==> src/hw/rtl/boxd_pkg.sv <==
// ----------------------------------------------------------------------------
// Box downsample ASCII ramp package
// Shared widths, register indexes, reset values and the character ramp.
// ----------------------------------------------------------------------------
package boxd_pkg;

    localparam int MAX_WIDTH_DEF = 1024;
    localparam int MAX_TILE_DEF  = 16;

    localparam int PIXEL_W        = 8;
    localparam int CHAR_W         = 8;
    localparam int TILE_SIZE_W    = 5;
    localparam int IMAGE_WIDTH_W  = 11;
    localparam int IMAGE_HEIGHT_W = 12;
    localparam int CFG_DATA_W     = 12;
    localparam int CFG_INDEX_W    = 2;
    localparam int NUM_CHANNELS   = 3;
    localparam int AVG_SUM_W      = 10;
    localparam int LEVEL_W        = 4;

    localparam logic [CFG_INDEX_W-1:0] REG_TILE_SIZE    = 2'd0;
    localparam logic [CFG_INDEX_W-1:0] REG_IMAGE_WIDTH  = 2'd1;
    localparam logic [CFG_INDEX_W-1:0] REG_IMAGE_HEIGHT = 2'd2;

    localparam logic [TILE_SIZE_W-1:0]    TILE_SIZE_RST    = 5'd8;
    localparam logic [IMAGE_WIDTH_W-1:0]  IMAGE_WIDTH_RST  = 11'd1024;
    localparam logic [IMAGE_HEIGHT_W-1:0] IMAGE_HEIGHT_RST = 12'd768;

    localparam int RAMP_LEN   = 11;
    localparam int PIXEL_MAX  = 255;
    localparam int LEVEL_STEP = PIXEL_MAX / RAMP_LEN;
    localparam int GREY_DIV   = NUM_CHANNELS * LEVEL_STEP;

    localparam logic [CHAR_W-1:0] NEWLINE = 8'd10;

    localparam logic [CHAR_W-1:0] RAMP_CHARS [0:RAMP_LEN-1] =
        '{"Q", "d", "o", "g", "c", "*", ";", ":", "-", ".", " "};

    // The sum of the three channel averages divided by three and then by the
    // level step equals one division by their product; the level is capped.
    function automatic logic [LEVEL_W-1:0] grey_level(input logic [AVG_SUM_W-1:0] s);
        logic [LEVEL_W-1:0] lvl;
        lvl = '0;
        for (int k = 1; k < RAMP_LEN; k++)
        begin
            if (int'(s) >= k * GREY_DIV)
            begin
                lvl = LEVEL_W'(k);
            end
        end
        return lvl;
    endfunction

endpackage

==> src/hw/rtl/boxd_div.sv <==
// ----------------------------------------------------------------------------
// Tile average divider
// Three restoring divider lanes that divide the channel sums by the tile
// area, one quotient bit per cycle, and add the three averages.
// ----------------------------------------------------------------------------
module boxd_div #(
    parameter int MAX_TILE = boxd_pkg::MAX_TILE_DEF
) (
    input  logic                                  clk,
    input  logic                                  rst_n,
    input  logic                                  start,
    input  logic [2*boxd_pkg::TILE_SIZE_W-1:0]    area,
    input  logic [boxd_pkg::NUM_CHANNELS*(boxd_pkg::PIXEL_W
                  + $clog2(MAX_TILE*MAX_TILE))-1:0] sums,
    output logic                                  done,
    output logic [boxd_pkg::AVG_SUM_W-1:0]        avg_sum
);

    localparam int SUM_W  = boxd_pkg::PIXEL_W + $clog2(MAX_TILE * MAX_TILE);
    localparam int AREA_W = 2 * boxd_pkg::TILE_SIZE_W;
    localparam int QW     = boxd_pkg::PIXEL_W;
    localparam int DW     = (SUM_W > AREA_W + QW) ? SUM_W : AREA_W + QW;
    localparam int STEP_W = $clog2(QW);
    localparam int NCH    = boxd_pkg::NUM_CHANNELS;

    logic [DW-1:0]     rem_reg  [NCH];
    logic [DW-1:0]     rem_next [NCH];
    logic [QW-1:0]     quot_reg  [NCH];
    logic [QW-1:0]     quot_next [NCH];
    logic [DW-1:0]     dvs_reg;
    logic [STEP_W-1:0] step_reg;
    logic              busy_reg;
    logic              done_reg;

    always_comb
    begin
        for (int c = 0; c < NCH; c++)
        begin
            if (rem_reg[c] >= dvs_reg)
            begin
                rem_next[c]  = rem_reg[c] - dvs_reg;
                quot_next[c] = {quot_reg[c][QW-2:0], 1'b1};
            end
            else
            begin
                rem_next[c]  = rem_reg[c];
                quot_next[c] = {quot_reg[c][QW-2:0], 1'b0};
            end
        end
    end

    always_ff @(posedge clk or negedge rst_n)
    begin
        if (!rst_n)
        begin
            busy_reg <= 1'b0;
            done_reg <= 1'b0;
        end
        else
        begin
            done_reg <= busy_reg && (step_reg == '0);
            if (start)
            begin
                busy_reg <= 1'b1;
            end
            else if (busy_reg && (step_reg == '0))
            begin
                busy_reg <= 1'b0;
            end
        end
    end

    always_ff @(posedge clk)
    begin
        if (start)
        begin
            for (int c = 0; c < NCH; c++)
            begin
                rem_reg[c]  <= DW'(sums[c*SUM_W +: SUM_W]);
                quot_reg[c] <= '0;
            end
            dvs_reg  <= DW'(area) << (QW - 1);
            step_reg <= STEP_W'(QW - 1);
        end
        else if (busy_reg)
        begin
            for (int c = 0; c < NCH; c++)
            begin
                rem_reg[c]  <= rem_next[c];
                quot_reg[c] <= quot_next[c];
            end
            dvs_reg  <= dvs_reg >> 1;
            step_reg <= step_reg - STEP_W'(1);
        end
    end

    assign done    = done_reg;
    assign avg_sum = boxd_pkg::AVG_SUM_W'(quot_reg[0]) + boxd_pkg::AVG_SUM_W'(quot_reg[1])
                   + boxd_pkg::AVG_SUM_W'(quot_reg[2]);

endmodule
==> config.mk <==
export PLATFORM = sky130hd
export DESIGN_NAME = boxd_div
export DESIGN_NICKNAME = d
export VERILOG_FILES = /design/src/hw/rtl/boxd_pkg.sv /design/src/hw/rtl/boxd_div.sv
export SDC_FILE = /design/constraint.sdc
export NUM_CORES = 1
export LEC_CHECK = 0
export BUFFER_PORTS_ARGS = -buffer_cell sky130_fd_sc_hd__buf_2
export CORE_ASPECT_RATIO = 0.7
export CORE_UTILIZATION = 60
export CTS_BUF_LIST = sky130_fd_sc_hd__clkbuf_2
export DETAILED_ROUTE_END_ITERATION = 10
export GPL_ROUTABILITY_DRIVEN = 0
export GPL_TIMING_DRIVEN = 0
export PLACE_DENSITY = 0.81
export SLEW_MARGIN = 20
export SYNTH_ARGS = -nofsm -noshare
export SYNTH_HDL_FRONTEND = slang
export SYNTH_SLANG_ARGS = --single-unit
==> constraint.sdc <==
create_clock -name clk -period 4.4 [get_ports clk]
set_input_delay 0.44 -clock clk [delete_from_list [all_inputs] [get_ports clk]]
set_output_delay 0.44 -clock clk [all_outputs]
set_load 0.05 [all_outputs]
==> metrics.md <==
| Metric | Value |
|---|---|
| Status | `finished clean` |
| Critical path cell sequence | `fa_1, ha_1, fa_1, a21o_1, a21oi_1, o21bai_1, a21oi_1, xnor2_1, buf_2` |
| Initial antenna violation count | `2` |
| Final setup viols | `0` |
| Slowest stage delay, CP | `0.50 ns` |
| Via/cell ratio | `6.421` |
| YS warnings | `0` |
| Largest net degree at the start of global routing | `36` |
| Hold Fails Final Rpt | `0` |
| RSZ-0062 raised after global routing | `no` |
| Gate Count Post-Synth | `744` |
| Global route total overflow | `0` |
| Skew-Pair Late Insertion Delay | `0.63 ns` |
| Final Worst Setup Slack | `0.3703 ns` |
| Die H | `93.10 µm` |
| Starting density of the core | `63.00%` |
| Detailed Place HPWL | `14340 µm` |
| Syn_area_per_cell | `9.561 µm²` |
| Fillers | `860` |
| TNS Setup | `0 ns` |
| Top FF cell, synth | `edfxtp_1` |
| Worst Tran Pin Value | `0.8464 ns` |
| Clk pwr share | `8.2%` |
| Utilization after layout | `69.07%` |
| Fraction of layout instances using a drive strength above 1 | `12.83%` |
| Sw frac | `46.30%` |
| Min Tclk post-route | `4.030 ns` |
| Tot Pwr | `5.139 mW` |
| EDFF count, synth | `88` |
| Async set-reset flop share out of synthesis | `2.000%` |
| Io pins | `72` |
| Yosys reg bits | `100` |
| Sink Count | `100` |
| Gate power share | `60.6%` |
| Worst endpoint required time | `3.96 ns` |
| Die X | `132.1 µm` |
| Crit Path Category | `reg2out` |
| CTS buffer count | `9` |
| CORE AREA | `0.01129 mm²` |
| I/O Buffers | `71` |
| Cell Area, Synth | `0.007113 mm²` |
| Die Area | `0.01230 mm²` |
| Min-Delay Path Class | `in2async` |
| Wire length per cell | `18.58 µm` |
| LEAKAGE | `3.505 nW` |
| PwrDens | `659.0 mW/mm²` |
| Post-synth net total | `877` |
| Final wirelength | `18340 µm` |
| Pre-CTS WS | `1.107 ns` |
| P_int | `2.760 mW` |
| Skew final | `0.03802 ns` |
| GRT Total Usage | `31.06%` |
| Period utilisation layout | `91.58%` |
| Clock Pin Slew Worst Setup and Hold Paths | `0.29 ns` |
| Synth cell types | `61` |
| Crit path DAT | `3.59 ns` |
| Post-route cell area | `0.007799 mm²` |
| Psw | `2.379 mW` |
| Max reg flops | `54` |
| Setup Buffers After CTS | `0` |
| CTS tree | `built` |
| CP Capture Type | `output port` |
| Diode count | `0` |
| Slew margin rel. | `43.37%` |
| Layout area overhead | `9.639%` |
| Residual DRC | `0` |
| DRT Pass-1 Iters | `5` |
| Critical Path Start Type | `flop` |
| Max_cap viols | `0` |
| Root Driver | `clkbuf_2` |
| 1st-iter DRT viols | `594` |
| Max-slew violation count | `0` |
| Fmax | `248.2 MHz` |
| Peak VDD IR | `0.2915 mV` |
| Crit path max-delay cell type | `fa_1` |
| Sequential share of power | `31.2%` |
| Sequential element share of the synthesized area | `40.67%` |
| Site Rows | `32` |
| CP Max Fanout | `2` |
| DP Area | `0.007695 mm²` |
| Number of global-route vias before repair | `5984` |
| Layout Nets | `962` |
| First-pass GRT wire length | `29670 µm` |
| H-tree depth | `3` |
| Post-DRT Antenna Nets | `0` |
| DR vias | `6338` |
| CTS max path bufs | `2` |
-- power groups by stage --
stage	Combinational, mW	Clock [mW]	Sequential, mW
3_3_place_gp	2.86	0	1.62
4_1_cts	3.04	0.425	1.60
2_1_floorplan	2.39	0	1.57
6_report	3.12	0.422	1.60
5_1_grt	3.42	0.454	1.63
3_5_place_dp	3.03	0	1.62
-- Yosys cell counts (all sizes together), types with 5 or more instances --
library cell   n  area share, %
nand2         97            5.1
edfxtp        88             37
o21ai         64            4.6
ha            60             11
nor2          47            2.5
a21oi         40            2.8
inv           35            1.8
a21o          25            2.6
and3          25            2.2
clkbuf        24            1.3
xnor2         21            2.6
nor3          18            1.3
nand3         15            1.1
xor2          15            1.8
o31ai         14            1.5
buf           12           0.79
fa            12            3.4
nand4         12            1.1
mux2i         11            1.5
dfxtp         10            2.8
a31oi          9           0.79
nand2b         9           0.79
o21a           9           0.95
o211ai         6           0.63
a211o          5           0.62
a211oi         5           0.53
o2111ai        5           0.62
o21bai         5           0.69
-- per-layer routing --
layer | global-route usage (%) | share of wire [%]
met5 | 0 | 0.071
met4 | 8.527 | 1.3
met3 | 5.257 | 9.8
met2 | 49.96 | 45
met1 | 43.56 | 43
-- layout make-up --
type / count / area (µm²) / share of cell area [%]
clock inverters: 7 / 48.80 / 0.6257
flip-flops and latches: 100 / 2893 / 37.09
repair buffers: 74 / 387.9 / 4.974
inverters: 35 / 131.4 / 1.685
multi-input cells: 573 / 3955 / 50.71
well taps: 153 / 191.4 / 2.455
plain buffers: 36 / 146.4 / 1.877
clock buffers: 9 / 45.04 / 0.5776
-- stage by stage --
step,hold slack (ns),cells
global route,0.03577,987
CTS,0.02933,987
floorplan,0.1444,744
finish,0.05900,987
global placement,0.2268,968
detailed placement,0.2281,970
-- worst max-delay path: cells and delay by family (launching register included) --
kind / cells / cell delay, ns
xor+xnor: 1 / 0.19
flops: 1 / 0.47
buf+inv: 1 / 0.30
compound gates: 4 / 0.88
fa+ha+maj: 3 / 1.15
-- cell usage in the layout, fill, tap and decap left out, types with 12 or more instances in the layout --
cell / n
nand2_1: 96
edfxtp_1: 88
buf_2: 80
o21ai_0: 61
ha_1: 60
nor2_1: 47
a21oi_1: 39
inv_1: 35
a21o_1: 25
and3_1: 24
clkbuf_1: 24
xnor2_1: 21
nor3_1: 18
xor2_1: 15
nand3_1: 14
o31ai_1: 14
nand4_1: 12
fa_1: 12
-- path summary, 6_finish.rpt --
kind / startpoint / endpoint / cells after the start / slack (ns)
min reg2reg: dvs_reg[5] / dvs_reg[4] / 2 / 0.54
max: quot_reg[0][17] / avg_sum[7] / 9 / 0.37
min: rst_n / done / 2 / 0.06
min in group clk: sums[11] / rem_reg[0][11] / 3 / 0.06
max in group asynchronous: rst_n / busy_reg / 2 / 4.26
max reg2reg: dvs_reg[0] / rem_reg[0][16] / 8 / 1.19
-- cells by family (layout without fill, tap and decap cells) --
group / Yosys count / after routing / synth area share, %
buffers and inverters: 71 / 161 / 3.905
adder cells (fa/ha/maj): 72 / 72 / 13.93
XOR/XNOR: 36 / 36 / 4.433
flip-flops: 100 / 100 / 40.67
multiplexers: 11 / 11 / 1.548
AND/OR/NAND/NOR: 244 / 244 / 16.04
AO/OA/AOI/OAI: 210 / 210 / 19.47
-- what timing repair did --
action,CTS,global route
hold endpoints to repair,2,0
hold buffers,1,0
resized for setup,0,0
(Power assumes the default switching activity.)
